## src/design/lru_page_cache_controller_unit_assert.svh

```systemverilog
// Assertion macros for the LRU page cache controller top level.
`ifndef LRU_PAGE_CACHE_CONTROLLER_UNIT_ASSERT_SVH
`define LRU_PAGE_CACHE_CONTROLLER_UNIT_ASSERT_SVH
`ifndef SYNTHESIS
// Same-cycle implication: whenever ante holds, cons holds too.
`define LPCC_ASSERT_IMP(label, clk, rst, ante, cons) \
   label: assert property (@(posedge clk) disable iff (rst) (ante) |-> (cons)) \
      else $error("lpcc: implication check failed");
// Next-cycle implication: whenever ante holds, cons holds in the next cycle.
`define LPCC_ASSERT_NEXT(label, clk, rst, ante, cons) \
   label: assert property (@(posedge clk) disable iff (rst) (ante) |=> (cons)) \
      else $error("lpcc: next-cycle check failed");
`else
`define LPCC_ASSERT_IMP(label, clk, rst, ante, cons)
`define LPCC_ASSERT_NEXT(label, clk, rst, ante, cons)
`endif
`endif

```

## src/design/lpcc_pkg.sv

```systemverilog
// Shared constants and controller/datapath interface types for the page cache.
package lpcc_pkg;

   localparam int SLOTS         = 16;
   localparam int SLOT_BITS     = $clog2(SLOTS);
   localparam int COUNT_BITS    = $clog2(SLOTS + 1);
   localparam int PAGE_BITS     = 32;
   // hit, slot, fetch, write_back, write_back_page, write_back_slot
   localparam int RSP_FIELD_BITS = 1 + SLOT_BITS + 1 + 1 + PAGE_BITS + SLOT_BITS;
   localparam int RSP_DATA_BITS  = ((RSP_FIELD_BITS + 7) / 8) * 8;

   localparam logic OP_LOOKUP = 1'b0;
   localparam logic OP_FLUSH  = 1'b1;

   typedef struct packed {
      logic capture;     // latch the incoming page number
      logic lookup;      // run the tag match and update, emit one result
      logic flush_step;  // emit one write-back of the flush walk
   } cmd_type;

   typedef struct packed {
      logic                  out_free;    // output register can take a result
      logic                  flush_last;  // current flush step is the final one
      logic [COUNT_BITS-1:0] resident_count;
   } status_type;

endpackage

```

## src/design/lru_page_cache_controller_unit.sv

```systemverilog
// Top level of the fully associative LRU page cache controller.
//
// Requests arrive on the req_ channel: req_tuser carries the opcode (lookup or
// flush), req_tdata the page number. Each transaction is accepted when
// req_tvalid and req_tready are both high. A lookup returns one result; a
// flush returns one write-back per resident page, most recent first, or a
// single empty result when the cache is empty. rsp_tlast marks the final
// result of each request.
// A lookup is accepted in ST_IDLE; in ST_LOOKUP, once the output register is
// free, the parallel tag match and recency update run and the result is
// registered there. No new request is taken until that step has run.
// A flush is accepted, then walks the recency ranks in ST_FLUSH, one step
// per resident page (at least one), one rank per cycle while out_free holds.
// A new request is taken while a finished result still waits in the output
// register; when the receiver stalls, the block holds the pending result and
// stops before emitting the next one.
// Reset empties the cache at once (valid bits, ranks and count clear); no
// clearing pass is needed.
`include "lru_page_cache_controller_unit_assert.svh"

module lru_page_cache_controller_unit (
   input  logic                                 clock,
   input  logic                                 reset,
   input  logic                                 req_tvalid,
   output logic                                 req_tready,
   // requested_page [31:0]
   input  logic [lpcc_pkg::PAGE_BITS-1:0]       req_tdata,
   // opcode [0]
   input  logic                                 req_tuser,
   output logic                                 rsp_tvalid,
   input  logic                                 rsp_tready,
   // hit [0], slot [4:1], fetch [5], write_back [6], write_back_page [38:7],
   // write_back_slot [42:39], zero pad [47:43]
   output logic [lpcc_pkg::RSP_DATA_BITS-1:0]   rsp_tdata,
   output logic                                 rsp_tlast
);
   import lpcc_pkg::*;

   cmd_type    dp_cmd;
   status_type dp_status;

   // Sequence each transaction: capture, then lookup or flush walk.
   lpcc_controller u_ctrl (
      .clock      (clock),
      .reset      (reset),
      .req_tvalid (req_tvalid),
      .req_opcode (req_tuser),
      .req_tready (req_tready),
      .status     (dp_status),
      .cmd        (dp_cmd)
   );

   // Tag store, ranks and the result register.
   lpcc_datapath u_dp (
      .clock      (clock),
      .reset      (reset),
      .req_page   (req_tdata),
      .cmd        (dp_cmd),
      .status     (dp_status),
      .rsp_tready (rsp_tready),
      .rsp_tvalid (rsp_tvalid),
      .rsp_tdata  (rsp_tdata),
      .rsp_tlast  (rsp_tlast)
   );

   // An accepted transaction always keeps the block busy for the next cycle.
   `LPCC_ASSERT_NEXT(a_busy_after_accept, clock, reset, req_tvalid && req_tready, !req_tready)
   // A hit never asks the store to fetch.
   `LPCC_ASSERT_IMP(a_hit_no_fetch, clock, reset, rsp_tvalid, !(rsp_tdata[0] && rsp_tdata[5]))
   // A write-back always names the slot the result reports.
   `LPCC_ASSERT_IMP(a_wb_slot_match, clock, reset, rsp_tvalid && rsp_tdata[6], rsp_tdata[4:1] == rsp_tdata[42:39])
   // The resident count never exceeds the number of slots.
   `LPCC_ASSERT_IMP(a_count_bound, clock, reset, 1'b1, dp_status.resident_count <= COUNT_BITS'(SLOTS))

endmodule

```

## src/design/lpcc_datapath.sv

```systemverilog
// Page cache datapath: slot tags, recency ranks, tag match and result register.
module lpcc_datapath (
   input  logic                                 clock,
   input  logic                                 reset,
   input  logic [lpcc_pkg::PAGE_BITS-1:0]       req_page,
   input  lpcc_pkg::cmd_type                    cmd,
   output lpcc_pkg::status_type                 status,
   input  logic                                 rsp_tready,
   output logic                                 rsp_tvalid,
   output logic [lpcc_pkg::RSP_DATA_BITS-1:0]   rsp_tdata,
   output logic                                 rsp_tlast
);
   import lpcc_pkg::*;

   logic [PAGE_BITS-1:0]      page_q_ff;
   logic [SLOTS-1:0]          valid_ff, valid_in;
   logic [PAGE_BITS-1:0]      page_ff [SLOTS];
   logic [SLOT_BITS-1:0]      rank_ff [SLOTS];
   logic [SLOT_BITS-1:0]      rank_in [SLOTS];
   logic [COUNT_BITS-1:0]     count_ff, count_in;
   logic [SLOT_BITS-1:0]      flush_rank_ff, flush_rank_in;
   logic                      out_valid_ff, out_valid_in;
   logic [RSP_DATA_BITS-1:0]  out_data_ff, out_data_in;
   logic                      out_last_ff, out_last_in;

   logic [SLOTS-1:0]          match;
   logic                      hit, full, age_all, emit, out_free, flush_last;
   logic [SLOT_BITS-1:0]      hit_idx, free_idx, evict_idx, found_idx, tgt_idx, rd_idx;
   logic [SLOT_BITS-1:0]      tgt_rank;
   logic [PAGE_BITS-1:0]      rd_page;

   // Tag match, free-slot and victim search, flush walk search.
   always_comb begin
      match     = '0;
      hit_idx   = '0;
      free_idx  = '0;
      evict_idx = '0;
      found_idx = '0;
      for (int i = SLOTS - 1; i >= 0; i--) begin
         if (valid_ff[i] && (page_ff[i] == page_q_ff)) begin
            match[i] = 1'b1;
            hit_idx  = SLOT_BITS'(i);
         end
         if (!valid_ff[i]) free_idx = SLOT_BITS'(i);
         if (valid_ff[i] && (rank_ff[i] == SLOT_BITS'(SLOTS - 1))) evict_idx = SLOT_BITS'(i);
         if (valid_ff[i] && (rank_ff[i] == flush_rank_ff)) found_idx = SLOT_BITS'(i);
      end
   end

   assign hit        = |match;
   assign full       = (count_ff == COUNT_BITS'(SLOTS));
   assign age_all    = !hit && !full;
   assign tgt_idx    = hit ? hit_idx : (full ? evict_idx : free_idx);
   assign tgt_rank   = rank_ff[tgt_idx];
   assign rd_idx     = cmd.flush_step ? found_idx : evict_idx;
   assign rd_page    = page_ff[rd_idx];
   assign flush_last = (count_ff == '0) ||
                       ((COUNT_BITS'(flush_rank_ff) + COUNT_BITS'(1)) == count_ff);
   assign out_free   = !out_valid_ff || rsp_tready;
   assign emit       = cmd.lookup || cmd.flush_step;

   // Next state of the tag store and the result register.
   always_comb begin
      valid_in      = valid_ff;
      rank_in       = rank_ff;
      count_in      = count_ff;
      flush_rank_in = flush_rank_ff;
      out_data_in   = out_data_ff;
      out_last_in   = out_last_ff;
      out_valid_in  = out_valid_ff && !rsp_tready;
      if (cmd.lookup) begin
         for (int i = 0; i < SLOTS; i++) begin
            if (valid_ff[i] && (age_all || (rank_ff[i] < tgt_rank)))
               rank_in[i] = rank_ff[i] + SLOT_BITS'(1);
         end
         rank_in[tgt_idx]  = '0;
         valid_in[tgt_idx] = 1'b1;
         if (age_all) count_in = count_ff + COUNT_BITS'(1);
         out_data_in = RSP_DATA_BITS'({
            (!hit && full) ? evict_idx : SLOT_BITS'(0),
            (!hit && full) ? rd_page   : PAGE_BITS'(0),
            !hit && full,
            !hit,
            tgt_idx,
            hit});
         out_last_in = 1'b1;
      end else if (cmd.flush_step) begin
         if (count_ff == '0) begin
            out_data_in = '0;
         end else begin
            out_data_in = RSP_DATA_BITS'({found_idx, rd_page, 1'b1, 1'b0, found_idx, 1'b0});
         end
         out_last_in = flush_last;
         if (flush_last) begin
            valid_in      = '0;
            count_in      = '0;
            flush_rank_in = '0;
            for (int i = 0; i < SLOTS; i++) rank_in[i] = '0;
         end else begin
            flush_rank_in = flush_rank_ff + SLOT_BITS'(1);
         end
      end
      if (emit) out_valid_in = 1'b1;
   end

   always_ff @(posedge clock) begin
      if (reset) begin
         valid_ff      <= '0;
         count_ff      <= '0;
         flush_rank_ff <= '0;
         out_valid_ff  <= 1'b0;
         for (int i = 0; i < SLOTS; i++) rank_ff[i] <= '0;
      end else begin
         valid_ff      <= valid_in;
         count_ff      <= count_in;
         flush_rank_ff <= flush_rank_in;
         out_valid_ff  <= out_valid_in;
         rank_ff       <= rank_in;
      end
   end

   // Payload: page number latch, tag store writes, result data.
   always_ff @(posedge clock) begin
      if (cmd.capture) page_q_ff <= req_page;
      if (cmd.lookup && !hit) page_ff[tgt_idx] <= page_q_ff;
      out_data_ff <= out_data_in;
      out_last_ff <= out_last_in;
   end

   assign status.out_free       = out_free;
   assign status.flush_last     = flush_last;
   assign status.resident_count = count_ff;

   assign rsp_tvalid = out_valid_ff;
   assign rsp_tdata  = out_data_ff;
   assign rsp_tlast  = out_last_ff;

endmodule

```

## src/design/lpcc_controller.sv

```systemverilog
// Page cache controller: sequences capture, lookup and the flush walk.
module lpcc_controller (
   input  logic                 clock,
   input  logic                 reset,
   input  logic                 req_tvalid,
   input  logic                 req_opcode,
   output logic                 req_tready,
   input  lpcc_pkg::status_type status,
   output lpcc_pkg::cmd_type    cmd
);
   import lpcc_pkg::*;

   typedef enum logic [2:0] {
      ST_IDLE   = 3'b001,
      ST_LOOKUP = 3'b010,
      ST_FLUSH  = 3'b100
   } state_type;

   state_type state_ff, state_in;

   always_comb begin
      state_in   = state_ff;
      cmd        = '0;
      req_tready = 1'b0;
      case (state_ff)
         ST_IDLE: begin
            req_tready = 1'b1;
            if (req_tvalid) begin
               cmd.capture = 1'b1;
               state_in    = (req_opcode == OP_FLUSH) ? ST_FLUSH : ST_LOOKUP;
            end
         end
         ST_LOOKUP: begin
            if (status.out_free) begin
               cmd.lookup = 1'b1;
               state_in   = ST_IDLE;
            end
         end
         ST_FLUSH: begin
            if (status.out_free) begin
               cmd.flush_step = 1'b1;
               if (status.flush_last) state_in = ST_IDLE;
            end
         end
         default: state_in = ST_IDLE;
      endcase
   end

   always_ff @(posedge clock) begin
      if (reset) begin
         state_ff <= ST_IDLE;
      end else begin
         state_ff <= state_in;
      end
   end

endmodule
```

## config.mk

```make
export PLATFORM = sky130hd
export DESIGN_NAME = lru_page_cache_controller_unit
export DESIGN_NICKNAME = d
export VERILOG_FILES = /design/src/design/lpcc_pkg.sv /design/src/design/lru_page_cache_controller_unit.sv /design/src/design/lpcc_datapath.sv /design/src/design/lpcc_controller.sv
export VERILOG_INCLUDE_DIRS = /design/src /design/src/design
export SDC_FILE = /design/constraint.sdc
export NUM_CORES = 2
export LEC_CHECK = 0
export ABC_AREA = 1
export BUFFER_PORTS_ARGS = -buffer_cell sky130_fd_sc_hd__buf_2
export CORE_ASPECT_RATIO = 0.8
export CORE_MARGIN = 2
export CORE_UTILIZATION = 30
export CTS_CLUSTER_DIAMETER = 40
export CTS_CLUSTER_SIZE = 16
export DETAILED_ROUTE_END_ITERATION = 8
export MAX_ROUTING_LAYER = met4
export REMOVE_ABC_BUFFERS = 1
export SLEW_MARGIN = 20
export SYNTH_ARGS = -nofsm -noshare
export SYNTH_HDL_FRONTEND = slang
export SYNTH_SLANG_ARGS = --single-unit
```

## constraint.sdc

```tcl
create_clock -name clock -period 8 [get_ports clock]
set_clock_uncertainty 0.05 [all_clocks]
set_input_delay 0 -clock clock [delete_from_list [all_inputs] [get_ports clock]]
set_output_delay 0 -clock clock [all_outputs]
set_load 0.05 [all_outputs]
```

* Word-level counts from Yosys, hierarchy flattened
Memory sizes are Yosys's and may differ from the RTL's.
Cells that the tools add are included.
** Storage, ports and cells
- Flip-flop bits (word level) :: 169
- Latch bits :: 0
- Bits in writable memories :: 512
- ROM bits :: 0
- Bits of input ports :: 37
- Output and inout port bits :: 51
- Logic and storage cells :: 381
- Memories :: 1
** Memories
- u_dp.page_ff :: depth 16, width 32, read ports 17, clocked after Yosys merged registers in 0, wr ports 1, line lpcc_datapath.sv:17 : logic [PAGE_BITS-1:0] page_ff [SLOTS];
** Cells by class
- $add $sub $neg :: 19
- Multiply operators :: 0
- Div/mod/pow operators :: 0
- Magnitude comparators :: 20
- Equal/unequal tests :: 58
- Shift-type cells :: 0
- Mux-type cells :: 153
- Bitwise gates (word level) :: 5
- Reduce and logical (&&, ||, !) cells :: 101
** Operators with widths (number)
- equality test 32 bit :: 16
- two-way mux 4 bit :: 104
- two-way mux 64 bit :: 3
- two-way mux 43 bit :: 3
- logical AND 1 bit :: 70
- adder 4 x 1 -> 4 bit, second input constant :: 17
- bitwise AND 64 bit :: 1
- equality test 4 bit :: 16
- equality test 4 bit, second input constant :: 16
- less-than comparator 4 bit :: 16
- NOT 64 bit :: 1
- two-way mux 16 bit :: 3
- two-way mux 32 bit :: 1
- two-way mux 1 bit :: 26
- two-way mux 5 bit :: 4
- logical OR 1 bit :: 19
- binary-select mux 4 bit (select 4 bit) :: 1
- demux 4 bit (select 4 bit) :: 1
- bitwise OR 16 bit :: 1
- OR reduction 16 bit :: 1
- two-way mux 3 bit :: 5
- one-hot mux 3 bit (3 select lines) :: 1
- inequality test 2 x 1 -> 1 bit, second input constant :: 3
- adder 4 x 1 -> 5 bit, second input constant :: 1
- other kinds (20) :: 26

* Logic depth before layout (Yosys ltp)
- Word-level depth :: 31
- Depth in mapped cells :: 45

* Modules after synthesis
Synthesis repeated with hierarchy kept, for this count alone.
** Unflattened totals
- Cells, all modules :: 4269
- Area total of the unflattened synthesis :: 38214.2 µm²
** Modules (own cells, without submodules)
- lpcc_datapath :: times used 1, cells an instance 4228, area an instance 37976.4 µm², seq. area each 19448.7 µm²
- lpcc_controller :: times used 1, cells an instance 41, area an instance 237.7 µm², seq. area each 60.1 µm²

* Worst setup path before layout
No wires, ideal clock.
- Path kind :: reg-to-reg
- Start point :: register u_dp.page_q_ff[17]
- End point :: register u_dp.rank_ff[43] (netlist bit)
- Library setup time :: 135 ps
- Arrival time :: 4738 ps
- Setup slack :: 3077 ps
- Stages on the path, launching flop included :: 35
- Buffers on the path :: 5
- Clock period less this slack :: 4923 ps
- Path through :: edfxtp_1 -> buf_4 -> inv_2 -> buf_6 -> buf_6 -> nand2_2 -> o21ai_1 -> a221oi_2 -> nand2_1 -> nor4b_2 -> nand3_1 -> nand2_1 -> nor2_4 -> nand2_4 -> nor2_4 -> nor2_4 -> nand2_4 -> nand2_4 -> buf_6 -> nor2_1 -> inv_1 -> clkbuf_1 -> o22ai_1 -> a221oi_1 -> o22ai_1 -> nand3b_1 -> ha_1 -> a21oi_1 -> nand2_1 -> nand2_1 -> nand3_1 -> nand2_1 -> nand2_1 -> nand2_1 -> a21oi_1
** Between the ends
- Word-level cells in the longest chain between the ends :: 30
** RTL lines
- from (decl) :: line lpcc_datapath.sv:15 : logic [PAGE_BITS-1:0] page_q_ff;
- from (signal assigned) :: line lpcc_datapath.sv:124 : if (cmd.capture) page_q_ff <= req_page;
- equality test 32 bit :: line lpcc_datapath.sv:40 : if (valid_ff[i] && (page_ff[i] == page_q_ff)) begin
- logical AND 1 bit :: line lpcc_datapath.sv:40
- two-way mux 4 bit (16 in series) :: line lpcc_datapath.sv:40
- two-way mux 4 bit :: line lpcc_datapath.sv:53 : assign tgt_idx = hit ? hit_idx : (full ? evict_idx : free_idx);
- NOT 4 -> 5 bit (implied by the code) :: line lpcc_datapath.sv:54, lpcc_datapath.sv:76
- binary-select mux 4 bit (select 4 bit) :: line lpcc_datapath.sv:54 : assign tgt_rank = rank_ff[tgt_idx];
- two-way mux 4 bit (implied by the code) (2 in series) :: line lpcc_datapath.sv:54
- less-than comparator 4 bit :: line lpcc_datapath.sv:73 : if (valid_ff[i] && (age_all || (rank_ff[i] < tgt_rank)))
- logical OR 1 bit :: line lpcc_datapath.sv:73
- logical AND 1 bit :: line lpcc_datapath.sv:73
- two-way mux 4 bit :: line lpcc_datapath.sv:73
- two-way mux 4 bit :: line lpcc_datapath.sv:71 : if (cmd.lookup) begin
- bitwise AND 64 bit (no source line) (*)
- two-way mux 64 bit (*) :: line lpcc_datapath.sv:71
- to (signal assigned) :: line lpcc_datapath.sv:118 : rank_ff <= rank_in;
- to (decl) :: line lpcc_datapath.sv:18 : logic [SLOT_BITS-1:0] rank_ff [SLOTS];
Mark *: on every way between the ends. The rest lies on a longest branch, timed or not. The select of a mux whose other input is x is not followed.
A chain may end at the register's enable or synchronous reset.

* Worst setup path after layout
- Start point :: register u_dp.page_q_ff[8]
- End point :: register u_dp.rank_ff[56] (netlist bit)
Same word-level chain as after synthesis.

==> metrics.md <==
| Metric | Value |
|---|---|
| Status | finished clean |
| Synth top area share | ~42% |
| Design area | between 40,000 and 50,000 sq um |
| Crit. End Element | register |
| Final worst-path cycle share | approximately 84% |
| M2 GR Usage | 38.8% |
| Most common cell in the netlist | nand2_1 |
| Antenna-violating nets left | 0 |
| Arr. time, crit path | 7.27 ns |
| Routability cong. | 1.10 |
| Vias | 41,900 |
| Vias per cell | a little under 6 |
| Area Overhead vs Synth | 17.6% |
| Chip Height | 338 microns |
| Num CTS Buffers | 112 |
| Drt total wl | 212,000 microns |
| Fin. Hold Viols | 0 |
| Standard-cell rows | 122 |
| Yosys reg bits | around 680 |
| Nets | about 5,300 |
| Worst vdd ir | 0.193 mV |
| Met1 Resource Use GR | 42.0% |
| Initial Utilization | 30.2% |
| TritonCTS clock tree | yes |
| Sequential share of the synthesized area | 46.7% |
| Die width | 421 microns |
| Max-Cap Viols | 0 |
| Fillers | 14,400 |
| RSZ-0062 raised after global routing | no |
| Total grt overflow | 0 |
| DRC viols | 0 |
| I/O Buffers | ~80 |
| CTS Sinks | 681 |
| Clock root cell | clkbuf_16 |
| Met3 Usage GRT | 10.7% |
| Syn Inst Count | 5,014 |
| Full die area | 142,000 sq um |
| Syn_area_per_cell | 8.33 sq um |
| # setup viols final | 0 |
| Yosys warns | 0 |
| Dpl cell area | between 40,000 and 50,000 sq um |
| Clk slew on worst S/H paths | 0.06 ns |
| Post-synth cell types | 64 |
| Most used cell along the critical path | nand2_1 |
| Asr flop ratio synth | 0% |
| First-pass GRT wire length | 293,000 microns |
| Synth Flop Type | edfxtp_1 |
| H-tree depth | 3 |
| Postcts setup bufs | 0 |
| Detailed-route wire length per cell | 29.8 microns |
| Final hold slack | about 0.066 ns |
| Global Route Usage Sum | 29.7% |
| Cell Count, Final, Fillers Out | 7,125 |
| Leak Pwr | around 18 nW |
| Clk buf depth | 3 |
| Core ar. | 138,000 sq um |
| CP max stage delay | 1.04 ns |
| Layer with the highest usage | met1 |
| Worst-Skew Late Latency | 0.79 ns |
| Post-synth top cells | 1,199 x nand2_1, 587 x edfxtp_1, 503 x inv_1 |
| Share of cells above drive strength 1 | 10.7% |
| Startpoint Class | register |
| Storage element area | 19,500 sq um |
| Area contributors post-synth | edfxtp_1 42%, nand2_1 11%, inv_1 4.5% |
| Antenna violations before repair | 17 |
| Worst-Margin Slew | 1.22 ns |
| Peak Freq | between 100 and 150 MHz |
| Pre-Repair DR Iteration Count | 8 |
| Crit path kind | register to register |
| Largest net degree at the start of global routing | 134 |
| Vias in the first global route | 37,800 |
| Crit path required time | 8.55 ns |
| Mapped cell area | 41,800 sq um |
| Post-synth EDFFs | 587 |
| Worst Hold Class | primary input to register |
| Footprint of the multi-input gates | 18,900 sq um |
| Power per cell area | 205 nW/um^2 |
| Crit Path Max Fanout | 16 |
| Min Clock Period, post-route | 6.71 ns |
| Initial DRC Count | ~7,500 |
| # placed instances | 6,832 |
| Worst rel slew slack | 18.5% |
| DPL Wire Length | 155,000 microns |
| Slew Viols, Final | 0 |
| # IOs | 88 |
| Dominant cell type by area after synthesis | edfxtp_1 |
| Crit path max-delay cell type | edfxtp_1 |
==> power breakdown <==
group / switching [mW] / internal (mW)
clock network: 2.09 / 3.06
registers: 0.0391 / 3.90
logic: 0.738 / 0.223
total: 2.87 / 7.18
==> path summary, 6_finish.rpt <==
check                           cells past startpoint  slack [ns]                   startpoint                         endpoint
worst max register to register                     32        1.29  u_dp.page_q_ff[8]$_DFFE_PP_    u_dp.rank_ff[56]$_SDFFE_PP0P_
worst max-delay path                               32        1.29  u_dp.page_q_ff[8]$_DFFE_PP_    u_dp.rank_ff[56]$_SDFFE_PP0P_
worst min register to register                      2        0.41  u_dp.rsp_tlast$_SDFFE_PP1P_      u_dp.rsp_tlast$_SDFFE_PP1P_
worst min-delay path                                6        0.07                    req_tuser  u_ctrl.state_ff[2]$_SDFFE_PP0P_
==> layout by cell type, fill, tap and decap left out, types with 24 or more instances in the layout <==
cell type and instances:
xnor2_1 107, o21ai_0 288, o211ai_1 87, inv_1 503
buf_4 130, nand4_1 196, nand3_1 327, o21ai_1 38
nor4_1 93, a221oi_1 33, a31oi_1 26, ha_1 67
nand2_2 26, o22ai_1 132, buf_2 82, dfxtp_1 94
a21oi_1 257, o2111ai_1 24, xor2_1 70, nor2_1 223
edfxtp_1 587, dlygate4sd3_1 70, clkbuf_16 113, mux2i_1 28
or2_1 28, inv_2 37, or2_2 26, nand2_1 1197
nor3_1 74
==> worst max-delay path: cells and delay by family (launching register included) <==
family	cells	cell delay [ns]
AO/OA/AOI/OAI	5	0.83
AND/OR/NAND/NOR	23	3.28
adder cells (fa/ha/maj)	1	0.33
flip-flops	1	1.04
buffers and inverters	3	1.02
==> state kept, by name (all words and copies together) (netlist names) <==
signal and count:
u_dp.rsp_tlast 1, u_dp.page_q_ff 32, u_dp.page_ff 512, u_dp.rank_ff 64
u_dp.flush_rank_ff 4, u_dp.rsp_tvalid 1, u_dp.valid_ff 16, u_dp.count_ff 5
u_ctrl.state_ff 3, u_dp.rsp_tdata 43
==> metal layers <==
| layer | wire [microns] | up-vias | part of all wire, % |
|---|---|---|---|
| met3 | 34000 | 413 | 16 |
| met1 | 89600 | 20200 | 42 |
| met2 | 81700 | 3304 | 38 |
| li1 | - | 17900 | - |
| met4 | 7130 | 0 | 3.4 |
| met5 | 0 | - | 0 |
==> what timing repair did <==
action | in CTS | in global routing
endpoints found under the setup margin | 0 | 0
resized for setup | 0 | 0
hold buffers | 70 | 0
endpoints found under the hold margin | 80 | 0
==> logic make-up (layout without fill, tap and decap cells) <==
group	Yosys count	count (layout)	share of synthesized area [%]
AND/OR/NAND/NOR	2297	2297	25.0
multiplexers	28	28	0.671
AO/OA/AOI/OAI	950	950	13.6
XOR/XNOR	177	177	3.71
other	1	14	0.00898
buffers and inverters	813	1051	8.37
flip-flops	681	681	46.7
adder cells (fa/ha/maj)	67	67	2.01
==> layout make-up <==
class	count	share of cell area (%)
flip-flops and latches	681	39.7
multi-input cells	3524	38.5
clock buffers	118	5.80
well taps	1860	4.74
repair buffers	292	4.67
inverters	547	4.19
clock inverters	94	2.30
diodes	9	0.0459
==> metrics by stage <==
step,total power [mW],util [%],TNS [ns],worst slack (ns)
finish,10.0,35.5,0,1.29
global route,10.2,35.5,0,1.09
CTS,10.0,35.5,0,1.68
detailed placement,4.88,32.1,0,1.71
global placement,4.89,32.1,0,1.66
floorplan,4.41,-,-319.44,-10.19
Power figures use the tool's default switching activity.
